**src/rtl/core/lpsis_pkg.sv**
```systemverilog
// Shared constants, types and command codes for the scaled polygon interior sum.
// Used by every module of the block except lpsis_ram; depends on nothing.
package lpsis_pkg;

  localparam int unsigned MaxVertices = 1024;
  localparam int unsigned CoordBits   = 20;

  localparam int unsigned InCoordW = 20;
  localparam int unsigned ScaleW   = 17;
  localparam int unsigned TotalW   = 63;

  localparam int unsigned AddrW   = $clog2(MaxVertices);
  localparam int unsigned CntW    = $clog2(MaxVertices + 1);
  localparam int unsigned IdxW    = $clog2(MaxVertices + 3);
  localparam int unsigned VtxW    = 2 * CoordBits;
  localparam int unsigned CrossW  = 2 * (CoordBits + 1);
  localparam int unsigned ProdW   = 2 * CoordBits;
  localparam int unsigned AreaW   = 64;
  localparam int unsigned BndW    = 32;
  localparam int unsigned GcdW    = CoordBits;
  localparam int unsigned GcdKW   = $clog2(GcdW + 1);
  localparam int unsigned DivW    = 64;
  localparam int unsigned DivCntW = $clog2(DivW);
  localparam int unsigned QW      = AreaW + 2 * ScaleW;
  localparam int unsigned TW      = BndW + ScaleW;
  localparam int unsigned SumW    = 128;

  typedef struct packed {
    logic [CoordBits-1:0] x;
    logic [CoordBits-1:0] y;
  } vertex_t;

  typedef enum logic [4:0] {
    OP_NONE   = 5'd0,
    OP_CLEAR  = 5'd1,
    OP_SHIFT  = 5'd2,
    OP_CROSS  = 5'd3,
    OP_KEEP   = 5'd4,
    OP_CLOSE  = 5'd5,
    OP_EMUL   = 5'd6,
    OP_EACC   = 5'd7,
    OP_BND    = 5'd8,
    OP_GSTORE = 5'd9,
    OP_SQ     = 5'd10,
    OP_DIVA   = 5'd11,
    OP_A2     = 5'd12,
    OP_B      = 5'd13,
    OP_SINIT  = 5'd14,
    OP_S1     = 5'd15,
    OP_S2     = 5'd16,
    OP_S3     = 5'd17,
    OP_OUT    = 5'd18
  } dp_op_e;

  typedef struct packed {
    dp_op_e           op;
    logic             take_last;
    logic             wr_en;
    logic [AddrW-1:0] wr_addr;
    logic             rd_en;
    logic [AddrW-1:0] rd_addr;
  } ctrl_cmd_t;

  typedef struct packed {
    logic keep;
    logic have_first;
    logic g_zero;
    logic gcd_done;
    logic div_done;
    logic last_scale;
    logic scale_zero;
  } dp_status_t;

endpackage

```
**src/rtl/core/lpsis_ctrl.sv**
```systemverilog
// Controller: vertex loading, read sequencing over the store, and pass sequencing.
// Depends on lpsis_pkg.
module lpsis_ctrl (
  input  logic                  clk_i,
  input  logic                  rst_ni,
  input  logic                  in_valid_i,
  input  logic                  last_vertex_i,
  output logic                  in_ready_o,
  output logic                  out_valid_o,
  input  logic                  out_ready_i,
  input  lpsis_pkg::dp_status_t status_i,
  output lpsis_pkg::ctrl_cmd_t  cmd_o
);

  typedef enum logic [21:0] {
    S_IDLE  = 22'h000001,
    S_INIT  = 22'h000002,
    S_RD    = 22'h000004,
    S_CAP   = 22'h000008,
    S_CROSS = 22'h000010,
    S_TEST  = 22'h000020,
    S_ADV   = 22'h000040,
    S_EMUL  = 22'h000080,
    S_EACC  = 22'h000100,
    S_GCD1  = 22'h000200,
    S_GCD2  = 22'h000400,
    S_FIN   = 22'h000800,
    S_DA0   = 22'h001000,
    S_DA    = 22'h002000,
    S_DB    = 22'h004000,
    S_SINIT = 22'h008000,
    S_SUM1  = 22'h010000,
    S_SUM2  = 22'h020000,
    S_SUM3  = 22'h040000,
    S_DONE  = 22'h080000,
    S_SPARE = 22'h100000,
    S_HOLD  = 22'h200000
  } state_e;

  state_e                        state_q, state_d;
  logic [lpsis_pkg::CntW-1:0]    cnt_q, cnt_d;
  logic [lpsis_pkg::IdxW-1:0]    j_q, j_d, n_ext;
  logic                          closing_q, closing_d;
  logic                          out_valid_q, out_valid_d;
  logic                          accept, not_full;

  assign accept   = in_valid_i && in_ready_o;
  assign not_full = cnt_q < lpsis_pkg::CntW'(lpsis_pkg::MaxVertices);
  assign n_ext    = lpsis_pkg::IdxW'(cnt_q);

  always_comb begin
    state_d     = state_q;
    cnt_d       = cnt_q;
    j_d         = j_q;
    closing_d   = closing_q;
    out_valid_d = out_valid_q && !out_ready_i;
    in_ready_o  = 1'b0;
    cmd_o       = '0;
    cmd_o.op    = lpsis_pkg::OP_NONE;
    cmd_o.wr_addr = lpsis_pkg::AddrW'(cnt_q);
    priority if (j_q == '0) begin
      cmd_o.rd_addr = lpsis_pkg::AddrW'(cnt_q - 1'b1);
    end else if (j_q == n_ext + 1'b1) begin
      cmd_o.rd_addr = '0;
    end else begin
      cmd_o.rd_addr = lpsis_pkg::AddrW'(j_q - 1'b1);
    end
    unique case (state_q)
      S_IDLE: begin
        in_ready_o = 1'b1;
        if (accept) begin
          cmd_o.wr_en = not_full;
          if (not_full) begin
            cnt_d = cnt_q + 1'b1;
          end
          if (last_vertex_i) begin
            cmd_o.take_last = 1'b1;
            state_d         = S_INIT;
          end
        end
      end
      S_INIT: begin
        cmd_o.op  = lpsis_pkg::OP_CLEAR;
        j_d       = '0;
        closing_d = 1'b0;
        state_d   = (cnt_q == '0) ? S_DONE : S_RD;
      end
      S_RD: begin
        cmd_o.rd_en = 1'b1;
        state_d     = S_CAP;
      end
      S_CAP: begin
        cmd_o.op = lpsis_pkg::OP_SHIFT;
        j_d      = j_q + 1'b1;
        state_d  = (j_q >= lpsis_pkg::IdxW'(2)) ? S_CROSS : S_RD;
      end
      S_CROSS: begin
        cmd_o.op = lpsis_pkg::OP_CROSS;
        state_d  = S_TEST;
      end
      S_TEST: begin
        cmd_o.op = lpsis_pkg::OP_KEEP;
        state_d  = (status_i.keep && status_i.have_first) ? S_EMUL : S_ADV;
      end
      S_ADV: begin
        if (j_q == n_ext + lpsis_pkg::IdxW'(2)) begin
          if (status_i.have_first) begin
            cmd_o.op  = lpsis_pkg::OP_CLOSE;
            closing_d = 1'b1;
            state_d   = S_EMUL;
          end else begin
            state_d = S_DONE;
          end
        end else begin
          state_d = S_RD;
        end
      end
      S_EMUL: begin
        cmd_o.op = lpsis_pkg::OP_EMUL;
        state_d  = S_EACC;
      end
      S_EACC: begin
        cmd_o.op = lpsis_pkg::OP_EACC;
        state_d  = S_GCD1;
      end
      S_GCD1: begin
        if (status_i.gcd_done) begin
          cmd_o.op = lpsis_pkg::OP_BND;
          state_d  = S_GCD2;
        end
      end
      S_GCD2: begin
        if (status_i.gcd_done) begin
          cmd_o.op = lpsis_pkg::OP_GSTORE;
          state_d  = closing_q ? S_FIN : S_ADV;
        end
      end
      S_FIN: begin
        if (status_i.g_zero) begin
          state_d = S_DONE;
        end else begin
          cmd_o.op = lpsis_pkg::OP_SQ;
          state_d  = S_DA0;
        end
      end
      S_DA0: begin
        cmd_o.op = lpsis_pkg::OP_DIVA;
        state_d  = S_DA;
      end
      S_DA: begin
        if (status_i.div_done) begin
          cmd_o.op = lpsis_pkg::OP_A2;
          state_d  = S_DB;
        end
      end
      S_DB: begin
        if (status_i.div_done) begin
          cmd_o.op = lpsis_pkg::OP_B;
          state_d  = S_SINIT;
        end
      end
      S_SINIT: begin
        if (status_i.scale_zero) begin
          state_d = S_DONE;
        end else begin
          cmd_o.op = lpsis_pkg::OP_SINIT;
          state_d  = S_SUM1;
        end
      end
      S_SUM1: begin
        cmd_o.op = lpsis_pkg::OP_S1;
        state_d  = S_SUM2;
      end
      S_SUM2: begin
        cmd_o.op = lpsis_pkg::OP_S2;
        state_d  = S_SUM3;
      end
      S_SUM3: begin
        cmd_o.op = lpsis_pkg::OP_S3;
        state_d  = status_i.last_scale ? S_DONE : S_SUM1;
      end
      S_DONE: begin
        if (!out_valid_q || out_ready_i) begin
          cmd_o.op    = lpsis_pkg::OP_OUT;
          out_valid_d = 1'b1;
          cnt_d       = '0;
          state_d     = S_IDLE;
        end
      end
      default: begin
        state_d = S_IDLE;
      end
    endcase
  end

  always_ff @(posedge clk_i or negedge rst_ni) begin
    if (!rst_ni) begin
      state_q     <= S_IDLE;
      cnt_q       <= '0;
      j_q         <= '0;
      closing_q   <= 1'b0;
      out_valid_q <= 1'b0;
    end else begin
      state_q     <= state_d;
      cnt_q       <= cnt_d;
      j_q         <= j_d;
      closing_q   <= closing_d;
      out_valid_q <= out_valid_d;
    end
  end

  assign out_valid_o = out_valid_q;

  a_rd_nonempty: assert property (@(posedge clk_i) disable iff (!rst_ni)
    cmd_o.rd_en |-> cnt_q != '0)
    else $error("store read with no vertices loaded");

  a_last_starts: assert property (@(posedge clk_i) disable iff (!rst_ni)
    accept && last_vertex_i |=> state_q == S_INIT)
    else $error("closing vertex did not start the pass");

  a_idx_bound: assert property (@(posedge clk_i) disable iff (!rst_ni)
    state_q == S_RD |-> j_q <= n_ext + 1'b1)
    else $error("read index past the closing wrap");

  a_out_from_done: assert property (@(posedge clk_i) disable iff (!rst_ni)
    $rose(out_valid_q) |-> $past(state_q == S_DONE))
    else $error("result raised outside the done state");

endmodule

```
**config.mk**
```make
export PLATFORM = sky130hd
export DESIGN_NAME = lpsis_ctrl
export DESIGN_NICKNAME = d
export VERILOG_FILES = /design/src/rtl/core/lpsis_pkg.sv /design/src/rtl/core/lpsis_ctrl.sv
export SDC_FILE = /design/constraint.sdc
export NUM_CORES = 1
export LEC_CHECK = 0
export BUFFER_PORTS_ARGS = -buffer_cell sky130_fd_sc_hd__buf_2
export CAP_MARGIN = 20
export CORE_MARGIN = 2
export CORE_UTILIZATION = 60
export CTS_BUF_LIST = sky130_fd_sc_hd__clkbuf_4
export CTS_CLUSTER_SIZE = 8
export DETAILED_ROUTE_END_ITERATION = 16
export PLACE_DENSITY = 0.82
export SLEW_MARGIN = 5
export SYNTH_ARGS = -nofsm -noshare
export SYNTH_HDL_FRONTEND = slang
export SYNTH_SLANG_ARGS = --single-unit
```
**constraint.sdc**
```tcl
create_clock -name clk_i -period 2.56 [get_ports clk_i]
set_input_delay 0 -clock clk_i [delete_from_list [all_inputs] [get_ports clk_i]]
set_output_delay 0 -clock clk_i [all_outputs]
set_load 0.01 [all_outputs]
```
==> results.tsv, run 1 <==
metric	value	unit
CTS tree	done	
Synthesized Nets	486	
FP Rows	29	
LEAKAGE	2.217	nW
total gr overflow	0	
GPL Wtd Cong	1.025	
Synth top area share	28.09	%
number of buffers created by CTS	5	
failing checks	negative setup slack	
clock power share	11.7	%
Final setup viols	12	
Clock Pin Slew Worst Setup and Hold Paths	140	ps
Net Sw Power	1.882	mW
EDFF count, synth	0	
vias in the first global route	3970	
top cells by area, synth	dfrtp_1, nand2_1, xnor2_1, xor2_1, nor2_1	
YS warnings	0	
initial antenna violation count	0	
Die H	83.91	um
Core ar.	0.006277	sq mm
Largest delay share family, worst path	buffers and inverters	
Worst Max-Slew Pin Slew	576.3	ps
Hold WC Path Type	input port to asynchronous set/reset pin	
Slowest cell on crit path	dfrtp_2	
Rel. slew slack	61.23	%
routed wire length	12590	um
Netlist cell types	72	
Req. time, crit path	2560	ps
count leader, synth	nand2_1	
CP Capture Type	primary output	
die area	0.007041	sq mm
fin crit share	107.6	%
H-tree depth	2	
Root Buffer	clkbuf_4	
post-placement cell area	0.004151	sq mm
Post-DP HPWL	8274	um
Arr. time, crit path	2750	ps
IO Count	42	
biggest area consumer among synthesized cells	dfrtp_1	
Die X-Extent	83.91	um
Switching Fraction	46.34	%
Power Internal	2.180	mW
Initial Util	61.03	%
Synth async-reset ratio	100.0	%
Overall Power	4.062	mW
CP Launch Type	flop	
Combinational Power Share	65.7	%
final hold violations	0	
Post-route DRC	0	
highest clock rate	0.3630	GHz
Place WS	10.64	ps
area grow syn2layout	26.19	%
Synth Cell Area	0.003831	sq mm
Final ANT Viol Nets	0	
RSZ-0062 raised after global routing	yes	
cell with the most instances on the worst path	buf_4	
PD cells	840.2	mW/mm^2
Total GRT Usage	34.79	%
clk_skew	10.02	ps
Via density	6.671	
Nets	563	
Hold Slack	8.098	ps
DR vias	4136	
cell area after layout	0.004835	sq mm
status	finished with violations	
cell chain of the critical path	buf_12, ha_4, nand4_1, buf_6, buf_4, xnor2_4, a2111oi_4, o2111ai_2, buf_4, nor3_2, nor2_1, buf_2	
Crit Path Category	flop to primary output	
routed length per instance	20.31	um
Most used DFF post-synth	dfrtp_1	
Final min period	2755	ps
antenna cells	0	
Syn Inst Count	465	
Clock Sinks	44	
Worst-Skew Late Latency	370	ps
share of cells above drive strength 1	32.41	%
CP max stage delay	470	ps
sequential share of the synthesized area	28.77	%
peak fanout along the critical path	5	
synth cell count leaders	nand2_1, dfrtp_1, nor2_1	
drt pass-1 iters	5	
first-pass GRT wire length	19640	um
Max-cap violations	0	
port bufs	41	
Slew Limit Fails	0	
final setup margin	-194.6	ps
pin count of the biggest net entering global routing	45	
DRT iter0 DRCs	376	
Buf/Inv on CP	5	
Seq cells post-synth	44	
peak supply drop	791.0	uV
CTS Buffer Depth	2	
Reg power frac	22.7	%
Mean Syn Cell Area	8.239	sq um
## power by group through the flow
| stage | clock (mW) | sequential [mW] | combinational [mW] |
|---|---|---|---|
| floorplan | 0 | 0.850 | 1.52 |
| global placement | 0 | 0.915 | 2.06 |
| detailed placement | 0 | 0.922 | 2.09 |
| CTS | 0.475 | 0.909 | 2.44 |
| global route | 0.510 | 0.930 | 2.85 |
| finish | 0.473 | 0.921 | 2.67 |
## flip-flops by register name, indices dropped and copies added, names as in the netlist
signal,count
closing_q,1
state_q,20
j_q,11
out_valid_o,1
cnt_q,11
## cells in the final DEF, fill, tap and decap left out, types with 7 or more instances in the layout
cell type | Yosys | routed
nand3_1 | 21 | 19
or3_1 | 9 | 7
dlygate4sd3_1 | 0 | 10
dfrtp_2 | 0 | 7
xor2_1 | 20 | 19
dfrtp_1 | 43 | 36
buf_4 | 13 | 51
clkbuf_4 | 0 | 7
and3_1 | 13 | 13
a21oi_1 | 9 | 9
nor2_1 | 43 | 40
nor3_2 | 1 | 7
inv_1 | 12 | 9
nor3_1 | 23 | 17
o21ai_0 | 29 | 25
buf_2 | 12 | 41
xnor2_1 | 21 | 20
nand4_1 | 10 | 10
nand2_1 | 53 | 53
## worst paths after layout
check | start | end | slack [ps] | depth (start not counted)
min in group clk_i | in_valid_i | cnt_q[3] | 40 | 3
min reg2reg | closing_q | state_q[11] | 540 | 1
max in group asynchronous | rst_ni | state_q[17] | 2060 | 3
min | rst_ni | out_valid_o | 8 | 2
max reg2reg | state_q[11] | state_q[16] | 140 | 6
max | cnt_q[2] | cmd_o[8] | -190 | 12
## per-layer routing
metal  GRT usage (%)  wire [um]
met5               0          0
met1           43.56       4792
met4           14.96        655
met3           6.034       1108
met2           58.98       6038
## cell families (layout without fill, tap and decap cells)
kind of cell | count (synthesis) | count (layout) | synth area share [%]
muxes | 5 | 5 | 1.339
buffers and inverters | 50 | 128 | 6.760
adders and majority gates | 9 | 9 | 2.939
DFF | 44 | 44 | 28.77
AOI/OAI and AO/OA | 87 | 87 | 15.68
and+or+nand+nor | 227 | 227 | 34.13
xor gates and xnor gates | 43 | 43 | 10.39
## through the flow
| stage | instances | setup TNS [ps] | util (%) |
|---|---|---|---|
| final | 620 | -1228 | 77.02 |
| after global routing | 620 | -2563 | 77.02 |
| after CTS | 617 | -405.1 | 74.67 |
| after detailed placement | 576 | 0 | 66.14 |
| after global placement | 576 | 0 | 66.14 |
| after floorplan | 465 | 0 | - |
## layout make-up
type,count,area (sq um)
Clock buffer,7,52.55
Clock inverter,1,30.03
Fill cell,439,1443
Inverter,12,45.04
Multi-Input combinational cell,371,2726
Sequential cell,44,1111
Tap cell,77,96.34
Timing Repair Buffer,108,773.2
## repair_timing
item | in CTS | in global routing
gates cloned | 0 | 0
hold buffers | 10 | 0
pin swaps | 15 | 9
resized for setup | 35 | 30
buffers inserted | 23 | 2
hold endpoints to repair | 51 | 0
setup endpoints to repair | 13 | 18
(Power assumes the default switching activity.)
==> inputs of run 2 (changes only) <==
--- a/config.mk
+++ b/config.mk
@@ -13,6 +13,7 @@
 export CTS_CLUSTER_SIZE = 8
 export DETAILED_ROUTE_END_ITERATION = 16
 export PLACE_DENSITY = 0.82
+export SETUP_SLACK_MARGIN = 0.1
 export SLEW_MARGIN = 5
 export SYNTH_ARGS = -nofsm -noshare
 export SYNTH_HDL_FRONTEND = slang
==> results.tsv, run 2 (same netlist as run 1, synthesis figures left out) <==
metric	value	unit	change
Final setup viols	12		unchanged
DRT iter0 DRCs	329		-13%
total gr overflow	0		unchanged
most frequent cells in the layout	nand2_1, buf_4, buf_2		
Nets	562		-0.18%
Root Buffer	clkbuf_4		
Top Registers	state_q x20, cnt_q x11, j_q x11		
Slowest cell on crit path	or4b_1		
Clock Sinks	44		unchanged
Max-cap violations	0		unchanged
RSZ-0062 raised after global routing	yes		
clk_skew	8.993	ps	-1.027 ps
Worst Max-Slew Pin Slew	508.5	ps	-67.75 ps
max FFs per register	20		unchanged
CTS Buffer Depth	2		unchanged
Final ANT Viol Nets	0		unchanged
share of cells above drive strength 1	33.39	%	+0.98 points
Crit Path Category	flop to primary output		
final hold violations	0		unchanged
post-layout util	77.86	%	+0.84 points
Rel. slew slack	65.62	%	+4.4 points
antenna cells	0		unchanged
Via density	6.656		-0.23%
Overall Power	4.186	mW	+3.1%
CP max stage delay	640	ps	+170 ps
cell chain of the critical path	buf_4, or4b_1, nor4_2, xnor2_1, a21oi_1, o32ai_2, nor2_1, buf_2		
Total GRT Usage	33.84	%	-0.95 points
pin count of the biggest net entering global routing	45		unchanged
Worst-Skew Late Latency	370	ps	about the same
Fillers	431		-1.8%
Req. time, crit path	2560	ps	about the same
commonest non-fill, non-tap cell in the layout	nand2_1		
Post-DP HPWL	8274	um	unchanged
GPL Wtd Cong	1.025		unchanged
FP Rows	29		unchanged
CP Launch Type	flop		
H-tree depth	2		unchanged
Hold WC Path Type	input port to asynchronous set/reset pin		
area of the multi-input gates	0.002776	sq mm	+1.8%
largest reg by FF count	state_q		
Clock Pin Slew Worst Setup and Hold Paths	140	ps	about the same
IO Count	42		unchanged
port bufs	41		unchanged
Die H	83.91	um	unchanged
area grow syn2layout	27.56	%	
failing checks	negative setup slack		
peak supply drop	869.6	uV	+9.9%
die area	0.007041	sq mm	unchanged
Final min period	2684	ps	-71.00 ps
Die X-Extent	83.91	um	unchanged
status	finished with violations		
peak fanout along the critical path	11		+6
CP Capture Type	primary output		
first-pass GRT wire length	19100	um	-2.8%
number of buffers created by CTS	5		unchanged
Post-route DRC	0		unchanged
final setup TNS	-951.3	ps	+276.9 ps
final setup margin	-123.6	ps	+71.00 ps
Hold Slack	11.41	ps	+3.309 ps
highest clock rate	0.3726	GHz	+2.6%
routed wire length	12250	um	-2.7%
Arr. time, crit path	2680	ps	-70 ps
PD cells	856.6	mW/mm^2	+2.0%
DR vias	4120		-0.39%
Reg area	0.001116	sq mm	+0.45%
fin crit share	104.8	%	-2.8 points
CTS tree	done		
Core ar.	0.006277	sq mm	unchanged
drt pass-1 iters	7		+2
initial antenna violation count	0		unchanged
LEAKAGE	2.209	nW	-0.36%
Initial Util	61.03	%	unchanged
Slew Limit Fails	0		unchanged
Post-Layout Cell Count	619		-0.16%
placed insts	576		unchanged
R2R depth	8		+2
vias in the first global route	3878		-2.3%
routed length per instance	19.79	um	-2.6%
-- run 2: layout make-up --
type / instances / share of cell area [%]
Sequential cell: 44 / 22.84
Clock buffer: 7 / 1.075
Multi-Input combinational cell: 371 / 56.81
Inverter: 12 / 1.024
Clock inverter: 1 / 0.6144
Tap cell: 77 / 1.971
Timing Repair Buffer: 107 / 15.67
-- run 2: final timing paths --
| check | startpoint | endpoint | slack (ps) |
|---|---|---|---|
| min reg2reg | closing_q | state_q[11] | 540 |
| max in group asynchronous | rst_ni | state_q[11] | 2050 |
| max reg2reg | cnt_q[1] | state_q[2] | 150 |
| max | cnt_q[4] | cmd_o[8] | -120 |
| min in group clk_i | in_valid_i | cnt_q[3] | 30 |
| min | rst_ni | out_valid_o | 10 |
-- run 2: through the flow --
step	setup WS, ps	instance area (sq um)
4_1_cts	-52.26	4664
5_1_grt	-236.0	4887
3_3_place_gp	109.8	4151
2_1_floorplan	218.1	3831
6_report	-123.6	4887
3_5_place_dp	10.64	4151
-- run 2: timing repair --
item / in CTS / in global routing
cloned: 0 / 0
setup endpoints to repair: 16 / 19
pin swaps: 16 / 8
gates resized for setup: 48 / 29
endpoints found under the hold margin: 51 / 0
buffers inserted: 15 / 9
hold buffers: 10 / 0
-- run 2: power by group --
group	switching [mW]	internal, mW
clock	0.248	0.229
sequential	0.155	0.778
combinational	1.53	1.25
total	1.93	2.25
-- run 2: per-layer routing --
layer,track usage [%],part of all wire (%)
met5,0,0
met2,57.16,49
met3,7.023,9.0
met4,14.22,4.9
met1,41.93,37
-- run 2: critical path: cells and delay by family (launching register included) --
kind / cells / cell delay, ps
AO/OA/AOI/OAI: 2 / 450
XOR/XNOR: 1 / 100
buffers and inverters: 2 / 340
flip-flops: 1 / 450
AND/OR/NAND/NOR: 3 / 960
==> inputs of run 3 (changes only) <==
--- a/config.mk
+++ b/config.mk
@@ -12,7 +12,7 @@
 export CTS_BUF_LIST = sky130_fd_sc_hd__clkbuf_4
 export CTS_CLUSTER_SIZE = 8
 export DETAILED_ROUTE_END_ITERATION = 16
-export PLACE_DENSITY = 0.82
+export PLACE_DENSITY = 0.81
 export SETUP_SLACK_MARGIN = 0.1
 export SLEW_MARGIN = 5
 export SYNTH_ARGS = -nofsm -noshare
==> results.tsv, run 3 (same netlist as run 1, synthesis figures left out) <==
metric	value	unit	change
CTS Buffer Depth	2		unchanged
commonest non-fill, non-tap cell in the layout	buf_4		
PD cells	809.1	mW/mm^2	-5.5%
Switching Fraction	45.29	%	-0.87 points
DR vias	4092		-0.68%
Power Internal	2.173	mW	-3.6%
drt pass-1 iters	5		-2
Via density	6.547		-1.6%
Fillers	410		-4.9%
CP Launch Type	flop		
final hold violations	0		unchanged
die area	0.007041	sq mm	unchanged
number of buffers created by CTS	5		unchanged
Clock Sinks	44		unchanged
GPL Wtd Cong	0.9953		-2.9%
clk_skew	23.44	ps	+14.44 ps
CP Capture Type	primary output		
area of the multi-input gates	0.002760	sq mm	-0.59%
fin crit share	104.7	%	-0.13 points
Post-route DRC	0		unchanged
Total GRT Usage	33.33	%	-0.51 points
H-tree depth	2		unchanged
port bufs	41		unchanged
Net Sw Power	1.799	mW	-6.9%
Arr. time, crit path	2680	ps	about the same
Crit Path Category	flop to primary output		
FP Rows	29		unchanged
post-placement cell area	0.004182	sq mm	+0.72%
Worst Max-Slew Pin Slew	710.6	ps	+202.0 ps
antenna cells	0		unchanged
Die H	83.91	um	unchanged
failing checks	negative setup slack		
Root Buffer	clkbuf_4		
Hold Slack	44.53	ps	+33.12 ps
Final ANT Viol Nets	0		unchanged
Core ar.	0.006277	sq mm	unchanged
max FFs per register	20		unchanged
routed wire length	12110	um	-1.2%
Hold WC Path Type	input port to flop		
IO Count	42		unchanged
Combinational Power Share	66.1	%	-0.3 points
area grow syn2layout	28.12	%	
Post-DP HPWL	8272	um	about the same
final setup margin	-120.2	ps	+3.427 ps
Clock Pin Slew Worst Setup and Hold Paths	140	ps	about the same
Req. time, crit path	2560	ps	about the same
Max-cap violations	0		unchanged
Nets	568		+1.1%
LEAKAGE	2.236	nW	+1.2%
highest clock rate	0.3731	GHz	+0.13%
peak supply drop	658.0	uV	-24%
Final min period	2680	ps	-3.427 ps
Top Registers	state_q x20, cnt_q x11, j_q x11		
Reg power frac	22.7	%	+0.4 points
CTS tree	done		
routed length per instance	19.37	um	-2.1%
Initial Util	61.03	%	unchanged
DRT iter0 DRCs	338		+2.7%
first-pass GRT wire length	18880	um	-1.2%
Die X-Extent	83.91	um	unchanged
Final setup viols	12		unchanged
initial antenna violation count	0		unchanged
total gr overflow	0		unchanged
status	finished with violations		
peak fanout along the critical path	4		-7
Worst-Skew Late Latency	370	ps	about the same
vias in the first global route	3824		-1.4%
largest reg by FF count	state_q		
Rel. slew slack	51.96	%	-14 points
share of cells above drive strength 1	33.76	%	+0.36 points
clock power share	11.2	%	-0.2 points
RSZ-0062 raised after global routing	yes		
most frequent cells in the layout	buf_4, nand2_1, buf_2		
Reg area	0.001116	sq mm	unchanged
cell area after layout	0.004908	sq mm	+0.44%
pin count of the biggest net entering global routing	45		unchanged
Slew Limit Fails	0		unchanged
run 3: changes by cell type in the layout (fill, tap and decap cells not counted), moves of 2 or more:
cell,change
buf_4,+6
o21ai_0,+3
o31ai_1,+3
inv_2,+2
inv_4,-2
nor4_2,-2
o21ai_1,-2
o31ai_2,-2
run 3: worst paths after layout:
check	start	end	slack [ps]	cells after the start
min in group asynchronous	rst_ni	cnt_q[5]	530	3
max in group asynchronous	rst_ni	state_q[0]	1520	4
worst max-delay path	cnt_q[1]	cmd_o[25]	-120	9
worst min-delay path	in_valid_i	cnt_q[3]	40	3
worst max register to register	state_q[16]	state_q[11]	110	8
worst min register to register	closing_q	state_q[11]	520	1
run 3: metal layers:
layer  part of all wire, %  track usage [%]  vias to the layer above  routed length, um
met5                     0                0                        -                  0
met2                    49            56.58                      244               5982
met3                   7.0            4.055                       59                850
met1                    39            42.43                     1954               4689
li1                      -                -                     1835                  -
met4                   4.8            15.10                        0                584
run 3: timing repair:
item | CTS | global route
cloned | 0 | 0
pin swaps | 7 | 21
hold buffers | 9 | 1
setup buffers | 14 | 12
endpoints found under the hold margin | 50 | 5
setup endpoints to repair | 17 | 26
resized for setup | 31 | 37
run 3: area by class of cell:
cell class | count | area share [%]
well taps | 77 | 1.963
clock buffers | 6 | 0.9177
clock inverters | 2 | 0.7137
flip-flops and latches | 44 | 22.74
repair buffers | 113 | 16.52
inverters | 12 | 0.9177
multi-input cells | 371 | 56.23
run 3: power groups by stage:
stage                     logic (mW)  registers (mW)  clock network, mW
after global placement          2.08           0.902                  0
after detailed placement        2.10           0.910                  0
final                           2.62           0.902              0.445
after floorplan                 1.52           0.850                  0
after global routing            2.83           0.911              0.482
after CTS                       2.42           0.895              0.454
run 3: through the flow:
| step | TNS [ps] | power (mW) | instances | worst slack (ps) | utilization (%) |
|---|---|---|---|---|---|
| after floorplan | 0 | 2.372 | 465 | 218.1 | - |
| after global placement | 0 | 2.979 | 580 | 101.5 | 66.61 |
| after detailed placement | -2.019 | 3.005 | 580 | -2.019 | 66.61 |
| after CTS | -1103 | 3.771 | 611 | -120.7 | 73.49 |
| after global routing | -2397 | 4.227 | 625 | -256.6 | 78.19 |
| final | -825.7 | 3.972 | 625 | -120.2 | 78.19 |
run 3: critical path, stage by stage (launching register included):
cell,delay [ps]
dfrtp_2,450
buf_12,120
ha_4,140
nand3_1,100
o21ai_1,190
nand4_1,120
or4_1,450
or4_4,490
nand4_1,110
buf_2,130
